`config.mk`:
```
export PLATFORM = sky130hd
export DESIGN_NAME = generational_slot_allocator
export DESIGN_NICKNAME = d
export VERILOG_FILES = /design/src/gsa_pkg.sv /design/src/gsa_ram.sv /design/src/gsa_ctrl.sv /design/src/gsa_dpath.sv /design/src/generational_slot_allocator.sv
export SDC_FILE = /design/constraint.sdc
export NUM_CORES = 2
export LEC_CHECK = 0
export BUFFER_PORTS_ARGS = -buffer_cell sky130_fd_sc_hd__buf_2
export CAP_MARGIN = 20
export CORE_ASPECT_RATIO = 0.6
export CORE_UTILIZATION = 62
export DETAILED_ROUTE_END_ITERATION = 6
export MAX_ROUTING_LAYER = met4
export PLACE_DENSITY = 0.83
export SETUP_SLACK_MARGIN = 0.4
export SLEW_MARGIN = 5
export SYNTH_ARGS = -nofsm -noshare
export SYNTH_HDL_FRONTEND = slang
export SYNTH_SLANG_ARGS = --single-unit
```
`constraint.sdc`:
```
create_clock -name clk -period 7.6 [get_ports clk]
set_input_delay 1.14 -clock clk [delete_from_list [all_inputs] [get_ports clk]]
set_output_delay 1.14 -clock clk [all_outputs]
set_load 0.005 [all_outputs]
```
`src/gsa_pkg.sv`:
```
package gsa_pkg;

  localparam int SLOTS_DEF = 64;
  localparam int GEN_W = 32;
  localparam int OWNER_W = 64;
  localparam int IDX_IN_W = 6;
  localparam int CNT_OUT_W = 7;
  localparam int CMD_W = 2;
  localparam int STATUS_W = 2;

  localparam int IN_FIELDS_W = IDX_IN_W + GEN_W + OWNER_W;
  localparam int IN_TDATA_W = ((IN_FIELDS_W + 7) / 8) * 8;
  localparam int OUT_FIELDS_W = IDX_IN_W + GEN_W + CNT_OUT_W + CNT_OUT_W;
  localparam int OUT_TDATA_W = ((OUT_FIELDS_W + 7) / 8) * 8;

  localparam logic [GEN_W-1:0] GEN_MAX = '1;

  typedef enum logic [CMD_W-1:0] {
    CMD_ALLOC   = 2'd0,
    CMD_RELEASE = 2'd1,
    CMD_CHECK   = 2'd2
  } cmd_t;

  typedef enum logic [STATUS_W-1:0] {
    STATUS_OK   = 2'd0,
    STATUS_FULL = 2'd1,
    STATUS_BAD  = 2'd2
  } status_t;

  typedef enum logic [1:0] {
    ST_CLEAR,
    ST_IDLE,
    ST_EXEC
  } state_t;

  typedef struct packed {
    logic ready;
    logic clear_wr;
    logic accept;
    logic exec;
  } ctrl_cmd_t;

  typedef struct packed {
    logic clear_last;
    logic out_free;
  } dp_status_t;

endpackage

```
`src/gsa_ram.sv`:
```
module gsa_ram #(
  parameter int WIDTH = 8,
  parameter int DEPTH = 64,
  localparam int AW = (DEPTH > 1) ? $clog2(DEPTH) : 1
) (
  input  logic             clk,
  input  logic             wr_en,
  input  logic [AW-1:0]    wr_addr,
  input  logic [WIDTH-1:0] wr_data,
  input  logic             rd_en,
  input  logic [AW-1:0]    rd_addr,
  output logic [WIDTH-1:0] rd_data
);

  logic [WIDTH-1:0] mem [DEPTH];

  always_ff @(posedge clk) begin
    if (wr_en) begin
      mem[wr_addr] <= wr_data;
    end
    if (rd_en) begin
      rd_data <= mem[rd_addr];
    end
  end

endmodule

```
`src/gsa_ctrl.sv`:
```
module gsa_ctrl
  import gsa_pkg::*;
(
  input  logic       clk,
  input  logic       rst,
  input  logic       s_tvalid,
  input  dp_status_t sts,
  output ctrl_cmd_t  ctl
);

  state_t state;
  state_t state_next;

  always_ff @(posedge clk) begin
    if (rst) begin
      state <= ST_CLEAR;
    end else begin
      state <= state_next;
    end
  end

  always_comb begin
    state_next = state;
    case (state)
      ST_CLEAR: begin
        if (sts.clear_last) begin
          state_next = ST_IDLE;
        end
      end
      ST_IDLE: begin
        if (s_tvalid) begin
          state_next = ST_EXEC;
        end
      end
      ST_EXEC: begin
        if (sts.out_free) begin
          state_next = ST_IDLE;
        end
      end
      default: state_next = ST_CLEAR;
    endcase
  end

  always_comb begin
    ctl = '0;
    case (state)
      ST_CLEAR: ctl.clear_wr = 1'b1;
      ST_IDLE: begin
        ctl.ready  = 1'b1;
        ctl.accept = s_tvalid;
      end
      ST_EXEC: ctl.exec = sts.out_free;
      default: ctl = '0;
    endcase
  end

endmodule

```
`src/gsa_dpath.sv`:
```
module gsa_dpath
  import gsa_pkg::*;
#(
  parameter int SLOTS = SLOTS_DEF
) (
  input  logic                   clk,
  input  logic                   rst,
  input  ctrl_cmd_t              ctl,
  output dp_status_t             sts,
  input  logic [IN_TDATA_W-1:0]  s_tdata,
  input  logic [CMD_W-1:0]       s_tuser,
  input  logic                   cfg_wr_en,
  input  logic [OWNER_W-1:0]     cfg_wr_data,
  output logic                   m_tvalid,
  input  logic                   m_tready,
  output logic [OUT_TDATA_W-1:0] m_tdata,
  output logic [STATUS_W-1:0]    m_tuser
);

  localparam int IDX_W = (SLOTS > 1) ? $clog2(SLOTS) : 1;
  localparam int LINK_W = $clog2(SLOTS + 1);
  localparam int CNT_W = $clog2(SLOTS + 1);
  localparam int ENT_W = 1 + GEN_W + LINK_W;
  localparam logic [LINK_W-1:0] LINK_END = LINK_W'(SLOTS);
  localparam logic [IDX_W-1:0] IDX_LAST = IDX_W'(SLOTS - 1);

  // entry layout: occupied, generation, link
  logic [OWNER_W-1:0] token;
  cmd_t               cmd_q;
  logic [GEN_W-1:0]   gen_q;
  logic [OWNER_W-1:0] owner_q;
  logic               in_range_q;
  logic [IDX_W-1:0]   addr_q;
  logic [LINK_W-1:0]  head;
  logic [CNT_W-1:0]   count;
  logic [CNT_W-1:0]   peak;
  logic [IDX_W-1:0]   clr_cnt;

  logic [IDX_IN_W-1:0] in_idx;
  logic [GEN_W-1:0]    in_gen;
  logic [OWNER_W-1:0]  in_owner;
  cmd_t                in_cmd;
  logic [31:0]         in_idx_w;
  logic                in_range;
  logic                head_ok;
  logic [IDX_W-1:0]    rd_addr;

  logic               wr_en;
  logic [IDX_W-1:0]   wr_addr;
  logic [ENT_W-1:0]   wr_data;
  logic [ENT_W-1:0]   rd_data;
  logic               rd_occ;
  logic [GEN_W-1:0]   rd_gen;
  logic [LINK_W-1:0]  rd_link;

  logic               handle_ok;
  logic [LINK_W-1:0]  head_next;
  logic [CNT_W-1:0]   count_next;
  logic [CNT_W-1:0]   count_inc;
  logic [CNT_W-1:0]   peak_next;
  status_t            status;
  logic [IDX_IN_W-1:0] g_idx;
  logic [GEN_W-1:0]   g_gen;
  logic               ex_wr;
  logic [ENT_W-1:0]   ex_data;

  assign in_idx   = s_tdata[IDX_IN_W-1:0];
  assign in_gen   = s_tdata[IDX_IN_W +: GEN_W];
  assign in_owner = s_tdata[IDX_IN_W+GEN_W +: OWNER_W];
  assign in_cmd   = cmd_t'(s_tuser);
  assign in_idx_w = 32'(in_idx);
  assign in_range = in_idx_w < 32'(SLOTS);
  assign head_ok  = head < LINK_END;

  always_comb begin
    rd_addr = '0;
    if (in_cmd == CMD_ALLOC) begin
      if (head_ok) begin
        rd_addr = head[IDX_W-1:0];
      end
    end else if (in_range) begin
      rd_addr = in_idx_w[IDX_W-1:0];
    end
  end

  assign rd_occ  = rd_data[ENT_W-1];
  assign rd_gen  = rd_data[LINK_W +: GEN_W];
  assign rd_link = rd_data[LINK_W-1:0];

  assign handle_ok = (owner_q != '0) && (owner_q == token) && in_range_q && rd_occ
                     && (rd_gen == gen_q);
  assign count_inc = count + CNT_W'(1);

  always_comb begin
    head_next  = head;
    count_next = count;
    peak_next  = peak;
    status     = STATUS_BAD;
    g_idx      = '0;
    g_gen      = '0;
    ex_wr      = 1'b0;
    ex_data    = rd_data;
    case (cmd_q)
      CMD_ALLOC: begin
        if (!head_ok) begin
          status = STATUS_FULL;
        end else begin
          status     = STATUS_OK;
          head_next  = (rd_link > LINK_END) ? LINK_END : rd_link;
          count_next = count_inc;
          if (count_inc > peak) begin
            peak_next = count_inc;
          end
          g_idx   = IDX_IN_W'(head);
          g_gen   = rd_gen;
          ex_wr   = 1'b1;
          ex_data = {1'b1, rd_gen, rd_link};
        end
      end
      CMD_RELEASE: begin
        if (handle_ok) begin
          status     = STATUS_OK;
          count_next = count - CNT_W'(1);
          ex_wr      = 1'b1;
          if (rd_gen == GEN_MAX) begin
            // retired: kept off the free list
            ex_data = {1'b0, rd_gen, rd_link};
          end else begin
            ex_data   = {1'b0, rd_gen + GEN_W'(1), head};
            head_next = LINK_W'(addr_q);
          end
        end
      end
      CMD_CHECK: begin
        if (handle_ok) begin
          status = STATUS_OK;
        end
      end
      default: status = STATUS_BAD;
    endcase
  end

  always_comb begin
    wr_en   = 1'b0;
    wr_addr = addr_q;
    wr_data = ex_data;
    if (ctl.clear_wr) begin
      wr_en   = 1'b1;
      wr_addr = clr_cnt;
      wr_data = {1'b0, GEN_W'(0), LINK_W'(clr_cnt) + LINK_W'(1)};
    end else if (ctl.exec) begin
      wr_en = ex_wr;
    end
  end

  gsa_ram #(
    .WIDTH (ENT_W),
    .DEPTH (SLOTS)
  ) u_ram (
    .clk     (clk),
    .wr_en   (wr_en),
    .wr_addr (wr_addr),
    .wr_data (wr_data),
    .rd_en   (ctl.accept),
    .rd_addr (rd_addr),
    .rd_data (rd_data)
  );

  assign sts.clear_last = (clr_cnt == IDX_LAST);
  assign sts.out_free   = !m_tvalid || m_tready;

  always_ff @(posedge clk) begin
    if (rst) begin
      token    <= OWNER_W'(1);
      head     <= '0;
      count    <= '0;
      peak     <= '0;
      clr_cnt  <= '0;
      m_tvalid <= 1'b0;
    end else begin
      if (cfg_wr_en) begin
        token <= cfg_wr_data;
      end
      if (ctl.clear_wr) begin
        clr_cnt <= clr_cnt + IDX_W'(1);
      end
      if (ctl.exec) begin
        head     <= head_next;
        count    <= count_next;
        peak     <= peak_next;
        m_tvalid <= 1'b1;
      end else if (m_tready) begin
        m_tvalid <= 1'b0;
      end
    end
  end

  always_ff @(posedge clk) begin
    if (ctl.accept) begin
      cmd_q      <= in_cmd;
      gen_q      <= in_gen;
      owner_q    <= in_owner;
      in_range_q <= in_range;
      addr_q     <= rd_addr;
    end
    if (ctl.exec) begin
      m_tuser <= status;
      m_tdata <= {(OUT_TDATA_W - OUT_FIELDS_W)'(0), CNT_OUT_W'(peak_next),
                  CNT_OUT_W'(count_next), g_gen, g_idx};
    end
  end

endmodule

```
`src/generational_slot_allocator.sv`:
```
// channel  dir  tdata (low bit up)                                 tuser     tlast
// s_*      in   slot_index[6], handle_generation[32],              command   -
//               handle_owner[64], zero pad to 104
// m_*      out  granted_index[6], granted_generation[32],          status    -
//               live_count[7], high_water[7], zero pad to 56
// cfg_*    in   owner_token[64] on cfg_wr_data when cfg_wr_en      -         -
//
// a command is accepted in ST_IDLE, whose accept cycle issues the slot entry read from the
// single-port-read slot ram; ST_EXEC then checks it and writes the entry back.
// after reset a clearing pass writes every slot entry and rebuilds the free list;
// s_tready stays low during it.
// the output register lets a new command be accepted while a result waits;
// the write-back cycle holds while that register is still full.
module generational_slot_allocator
  import gsa_pkg::*;
#(
  parameter int SLOTS = SLOTS_DEF
) (
  input  logic                   clk,
  input  logic                   rst,
  input  logic                   s_tvalid,
  output logic                   s_tready,
  // slot_index, handle_generation, handle_owner
  input  logic [IN_TDATA_W-1:0]  s_tdata,
  // command
  input  logic [CMD_W-1:0]       s_tuser,
  output logic                   m_tvalid,
  input  logic                   m_tready,
  // granted_index, granted_generation, live_count, high_water
  output logic [OUT_TDATA_W-1:0] m_tdata,
  // status
  output logic [STATUS_W-1:0]    m_tuser,
  input  logic                   cfg_wr_en,
  input  logic [OWNER_W-1:0]     cfg_wr_data
);

  ctrl_cmd_t  ctl;
  dp_status_t sts;

  assign s_tready = ctl.ready;

  gsa_ctrl u_ctrl (
    .clk      (clk),
    .rst      (rst),
    .s_tvalid (s_tvalid),
    .sts      (sts),
    .ctl      (ctl)
  );

  gsa_dpath #(
    .SLOTS (SLOTS)
  ) u_dpath (
    .clk         (clk),
    .rst         (rst),
    .ctl         (ctl),
    .sts         (sts),
    .s_tdata     (s_tdata),
    .s_tuser     (s_tuser),
    .cfg_wr_en   (cfg_wr_en),
    .cfg_wr_data (cfg_wr_data),
    .m_tvalid    (m_tvalid),
    .m_tready    (m_tready),
    .m_tdata     (m_tdata),
    .m_tuser     (m_tuser)
  );

endmodule

```
# ---- Word-level counts from Yosys, hierarchy flattened
# Memories as Yosys holds them, arrays and structs flattened. A register that Yosys moved wholly into a read port is not among the register bits.
# Index checks and enable logic that the tools add are counted.
dict set report totals {
  ramBits 2560
  word_cells 96
  memories 1
  in_bits 175
  out_inout_bits 60
  reg_bits 253
}
dict set report classes {
  mux 40
  n_reduce_logical 16
  n_eq_ne 14
  magnitude_cmp 4
  n_addsub 5
}
# memory words width read_ports rd_ports_with_merged_regs wr line_no
set memory_table {}
lappend memory_table {u_dpath.u_ram.mem 64 40 1 1 1 gsa_ram.sv:15} ;# logic [WIDTH-1:0] mem [DEPTH];
# cell n
set ops {}
lappend ops {{40-bit two-way mux} 3}
lappend ops {{40-bit case mux with 2 select lines} 1}
lappend ops {{64-bit equality test} 1}
lappend ops {{64-bit nonzero test} 1}
lappend ops {{7-bit two-way mux} 9}
lappend ops {{39-bit two-way mux} 1}
lappend ops {{32-bit by 1-bit adder with 32-bit output (second input constant)} 1}
lappend ops {{32-bit equality test} 1}
lappend ops {{32-bit equality test (second input constant)} 1}
lappend ops {{7-bit case mux with 2 select lines} 2}
lappend ops {{6-bit two-way mux} 4}
lappend ops {{1-bit two-way mux} 13}
lappend ops {{2-bit two-way mux} 4}
lappend ops {{6-bit by 1-bit adder with 7-bit output (second input constant)} 1}
lappend ops {{7-bit by 1-bit adder with 7-bit output (second input constant)} 1}
lappend ops {{7-bit > comparator} 1}
lappend ops {{7-bit > comparator (second input constant)} 1}
lappend ops {{6-bit by 7-bit less-than comparator with 1-bit output (second input constant)} 1}
lappend ops {{7-bit less-than comparator (second input constant)} 1}
lappend ops {{7-bit by 1-bit subtractor with 7-bit output (second input constant)} 1}
lappend ops {{6-bit by 1-bit adder with 6-bit output (second input constant)} 1}
lappend ops {{6-bit equality test (second input constant)} 1}
lappend ops {{2-bit zero test} 3}
lappend ops {{2-bit by 1-bit != test with 1-bit output (second input constant)} 3}
lappend ops {{14 further kinds} 22}

# ---- Longest topological paths before layout
dict set report logic_depth {
  depth_word 11
  depth_mapped 16
}

# ---- Hierarchy
# Synthesis repeated with hierarchy kept, for this count alone.
dict set report hier_totals {
  cells_unflattened 5371
  hier_area_um2 110803.8
}
# module seq_area_each_um2 n_inst cells_each area_per_inst_um2
set modules_own_cells {}
lappend modules_own_cells {gsa_ram 78074.9 1 4195 98236.7}
lappend modules_own_cells {gsa_dpath 6586.3 1 1160 12436.9}
lappend modules_own_cells {gsa_ctrl 40.0 1 16 130.1}

# ---- Worst setup path after synthesis
# Ideal clock, no wire load.
dict set report synth_path {
  path_type {reg-to-reg}
  start {reg u_dpath.u_ram.rd_data[8] (read register of u_dpath.u_ram.mem)}
  end {mem u_dpath.u_ram.mem[15][0] in the netlist's numbering, enable pin}
  stages_incl_launch_ff 9
  setup_time_ns 0.537
  n_path_buf 0
  setup_slack_ns 1.116
  synth_period_minus_slack_ns 6.484
  t_arrival_ns 5.947
  cell_sequence {edfxtp_1 -> nor2b_1 -> a2111oi_0 -> and4_1 -> nand4_1 -> nand4b_1 -> a21oi_1 -> a22oi_1 -> nor4_1}
}
dict set report synth_between {
  elab_chain_cells 8
}
# item line_no
set synth_rtl {}
lappend synth_rtl {{from (decl)} gsa_ram.sv:12} ;# output logic [WIDTH-1:0] rd_data
lappend synth_rtl {{32-bit equality test} gsa_dpath.sv:91} ;# && (rd_gen == gen_q);
lappend synth_rtl {{1-bit logical AND} gsa_dpath.sv:91}
lappend synth_rtl {{1-bit two-way mux} gsa_dpath.sv:121} ;# if (handle_ok) begin
lappend synth_rtl {{1-bit case mux with 2 select lines} gsa_dpath.sv:103} ;# case (cmd_q)
lappend synth_rtl {{1-bit two-way mux} gsa_dpath.sv:151} ;# end else if (ctl.exec) begin
lappend synth_rtl {{1-bit two-way mux} gsa_dpath.sv:147} ;# if (ctl.clear_wr) begin
lappend synth_rtl {{1-bit two-way mux} gsa_ram.sv:18} ;# if (wr_en) begin
lappend synth_rtl {{1-bit two-way mux (not written as such)} gsa_ram.sv:19} ;# mem[wr_addr] <= wr_data;
lappend synth_rtl {{to (decl)} gsa_ram.sv:15}
# No other way between the ends.

# ---- Worst setup path in the final report
dict set report layout_path {
  start {reg u_dpath.owner_q[53]}
  end {mem u_dpath.u_ram.mem[20][24] in the netlist's numbering, data pin}
}
dict set report layout_between {
  elab_chain_cells 8
}
# item line_no
set layout_rtl {}
lappend layout_rtl {{from (decl)} gsa_dpath.sv:31} ;# logic [OWNER_W-1:0] owner_q;
lappend layout_rtl {{from (signal assigned)} gsa_dpath.sv:202} ;# owner_q <= in_owner;
lappend layout_rtl {{64-bit equality test or 64-bit nonzero test (tied branches)} gsa_dpath.sv:90} ;# assign handle_ok = (owner_q != '0) && (owner_q == token) && in_range_q && rd_occ
lappend layout_rtl {{1-bit logical AND * (3 in series)} gsa_dpath.sv:90}
lappend layout_rtl {{1-bit logical AND *} gsa_dpath.sv:91}
lappend layout_rtl {{40-bit two-way mux *} gsa_dpath.sv:121}
lappend layout_rtl {{40-bit case mux with 2 select lines *} gsa_dpath.sv:103}
lappend layout_rtl {{40-bit two-way mux *} gsa_dpath.sv:147}
lappend layout_rtl {{net u_dpath.u_ram.wr_data[24]} gsa_ram.sv:9} ;# input logic [WIDTH-1:0] wr_data,
# Mark *: on every way through the listed nets, which the timed path passes. The rest lies on a longest branch.

==> flow_summary.json <==
{
  "status": "complete, but fails checks",
  "violations": "design-rule violations",
  "clock_skew_ps": 93.7,
  "syn_area_um2": 115000,
  "start_util_pct": 62.4,
  "regToRegStartpoint": "u_dpath.owner_q[53]",
  "cts_sinks": 2852,
  "antenna_found_initial": 17,
  "fillers": 11500,
  "post-route-min-period_ps": 5830,
  "crit_chain": "xnor2_1, nand4_1, nor4_1, nand4_1, nor4_4, nand2_1, or4_1, a21oi_4, buf_4",
  "ios": 235,
  "postLayoutCoreUtil_pct": 68.9,
  "syn2layout_area_growth_pct": 10.4,
  "power_mw": 31.1,
  "synth_area_per_cell_um2": 13.2,
  "die_width_um": 558,
  "hold_start": "s_tdata[96]",
  "tritoncts": "built",
  "cpPeakStageDelay_ps": 940,
  "grt_pass1_vias": 76000,
  "cp.depth": 9,
  "cap_violations": 0,
  "critPathTopFamily": "simple AND/OR/NAND/NOR gates",
  "cts_setup_buffers": 0,
  "hold_viol_final": 0,
  "vias": 81300,
  "grt_overflow": 0,
  "htreeDepth": 4,
  "slew-limit-headroom_pct": 19.6,
  "p_leak_nw": 43.8,
  "path_clk_slew_ps": 70,
  "hold_depth": 1,
  "max-vdd-ir-drop_mv": 0.218,
  "max-clock-path-buffers": 4,
  "numPortBuffers": 228,
  "hold_path.class": "primary input to register",
  "worstRegToRegCells": 9,
  "fin_crit_sh_pct": 76.8,
  "async_flop_share_pct": 0,
  "die_h_um": 336,
  "routedWlPerCell_um": 30.8,
  "worstMarginPinSlew_ps": 1190,
  "fin_cells": 11500,
  "yosys-top-cells-count": "edfxtp_1, nand2_1, nand3_1",
  "rsz0062_at_grt": "false",
  "clk_latency_ps": 930,
  "netlist_instances": 8708,
  "cp_num_buf_inv": 1,
  "dr.pass1.iters": 7,
  "path_max_fanout": 33,
  "cts_resized": 0,
  "antenna_left": 0,
  "crit_type": "register to register",
  "cts_hold_buf": 0,
  "drcViolationCount": 12,
  "cp.arrival_ps": 6440,
  "place_inst": 11000,
  "crit_top_cell": "nand4_1",
  "die_area_um2": 187000,
  "setup-violations-final": 0,
  "start_kind": "register",
  "grtUsageTotal_pct": 37.9,
  "ctsRootBufferMaster": "clkbuf_16",
  "p_per_area_nw_per_um2": 245,
  "rows": 122,
  "ys_warn_count": 0,
  "ys_top_cells_by_area": "edfxtp_1, nand2_1, nand3_1, a311oi_1, a211oi_1",
  "tns_ps": 0,
  "yosys_most_used_dff": "edfxtp_1",
  "synth_edf_count": 2758,
  "required_ps": 8210,
  "slowest_stage": "xnor2_1",
  "cts_buffers": 234,
  "nets": 8961,
  "grt_pass1_wl_um": 499000,
  "synth.top_cell.area_share_pct": 72.0,
  "drtIter0Drc": 17100,
  "wl_um": 353000,
  "cp-end-kind": "register",
  "core_area_um2": 184000,
  "yosysSeqAreaShare_pct": 73.6,
  "avgViaCountPerCell": 7.09,
  "drv_slew": 0,
  "yosys_register_bits": 2852,
  "crit_start": "u_dpath.owner_q[53]",
  "drive_gt1_share_pct": 10.5,
  "grt_max_degree": 192,
  "yosysTopAreaCell": "edfxtp_1",
  "fmax_ghz": 0.171,
  "synth.distinct_cells": 66,
  "dp_hpwl_um": 189000,
  "synth.most_common_cell": "edfxtp_1",
  "place_congestion": 0.992
}
==> layout make-up <==
type | count | area, um^2 | area share, %
Tap cell | 2480 | 3100 | 2.44
Multi-Input combinational cell | 5150 | 28200 | 22.2
Inverter | 54 | 225 | 0.177
Sequential cell | 2852 | 84700 | 66.7
Clock inverter | 136 | 1070 | 0.844
Clock buffer | 294 | 6220 | 4.89
Timing Repair Buffer | 480 | 3430 | 2.70
Antenna cell | 22 | 55.1 | 0.0433
==> metal layers <==
layer / part of all wire (%) / wire length (um) / track usage, % / vias to the layer above
li1: - / - / - / 32900
met1: 34 / 121000 / 51.5 / 38800
met2: 42 / 148000 / 51.1 / 8256
met3: 19 / 67800 / 14.6 / 1288
met4: 4.7 / 16500 / 15.5 / 0
met5: 0 / 0 / - / -
==> cells by family (layout without fill, tap and decap cells) <==
| family | after synthesis | in the layout | share of synthesized area [%] |
|---|---|---|---|
| buffers and inverters | 709 | 964 | 2.70 |
| other | 1 | 26 | 0.00326 |
| DFF | 2852 | 2852 | 73.6 |
| and+or+nand+nor | 3920 | 3920 | 15.4 |
| xor gates and xnor gates | 84 | 84 | 0.639 |
| adders and majority gates | 14 | 14 | 0.152 |
| muxes | 72 | 72 | 0.632 |
| AOI/OAI and AO/OA | 1056 | 1056 | 6.89 |
==> power by group <==
part	switching [mW]	internal, mW
Sequential	0.0380	17.1
Combinational	1.50	0.555
Clock	5.61	6.30
Total	7.14	24.0
==> final timing paths <==
kind	endpoint	slack (ps)
worst max-delay path	u_dpath.u_ram.mem[20][24]	1770
worst min-delay path	u_dpath.owner_q[58]	400
worst max register to register	u_dpath.u_ram.mem[20][24]	1770
worst min register to register	u_dpath.peak[6]	460
==> worst register-to-register path: stages, from the launching register on <==
cell	delay [ps]
edfxtp_1	430
xnor2_1	940
nand4_1	300
nor4_1	570
nand4_1	250
nor4_4	710
nand2_1	480
or4_1	590
a21oi_4	740
buf_4	510
==> per-stage QoR <==
stage,setup slack (ps),hold slack (ps),instance area (um^2)
after detailed placement,2100,451,120000
after floorplan,1120,436,115000
final,1770,403,127000
after global routing,1950,382,127000
after global placement,2190,444,120000
after CTS,2250,367,127000
==> state kept, by name, indices dropped and copies added (netlist names) <==
signal                 count
u_dpath.u_ram.mem       2560
u_dpath.owner_q           64
u_dpath.token             64
u_dpath.m_tdata           52
u_dpath.u_ram.rd_data     40
u_dpath.gen_q             32
u_dpath.count              7
u_dpath.head               7
u_dpath.peak               7
u_dpath.addr_q             6
u_dpath.clr_cnt            6
u_ctrl.state               2
u_dpath.cmd_q              2
u_dpath.m_tuser            2
u_dpath.m_tvalid           1
==> cells in the final DEF, fill, tap and decap left out, types with 47 or more instances in the layout <==
cell / Yosys / final
a211oi_1: 327 / 323
a21oi_1: 64 / 47
a22oi_1: 84 / 82
a311oi_1: 335 / 327
a31oi_1: 175 / 171
and3_1: 331 / 331
buf_2: 104 / 227
buf_4: 29 / 221
clkbuf_1: 478 / 51
clkbuf_16: 0 / 238
clkinv_1: 3 / 55
clkinv_2: 0 / 54
dfxtp_1: 94 / 94
edfxtp_1: 2758 / 2758
inv_1: 49 / 49
mux2i_1: 67 / 67
nand2_1: 2030 / 2030
nand3_1: 981 / 981
nor2_1: 132 / 110
nor3_1: 234 / 178
nor3_2: 0 / 56
xnor2_1: 74 / 74
Power figures use the tool's default switching activity.
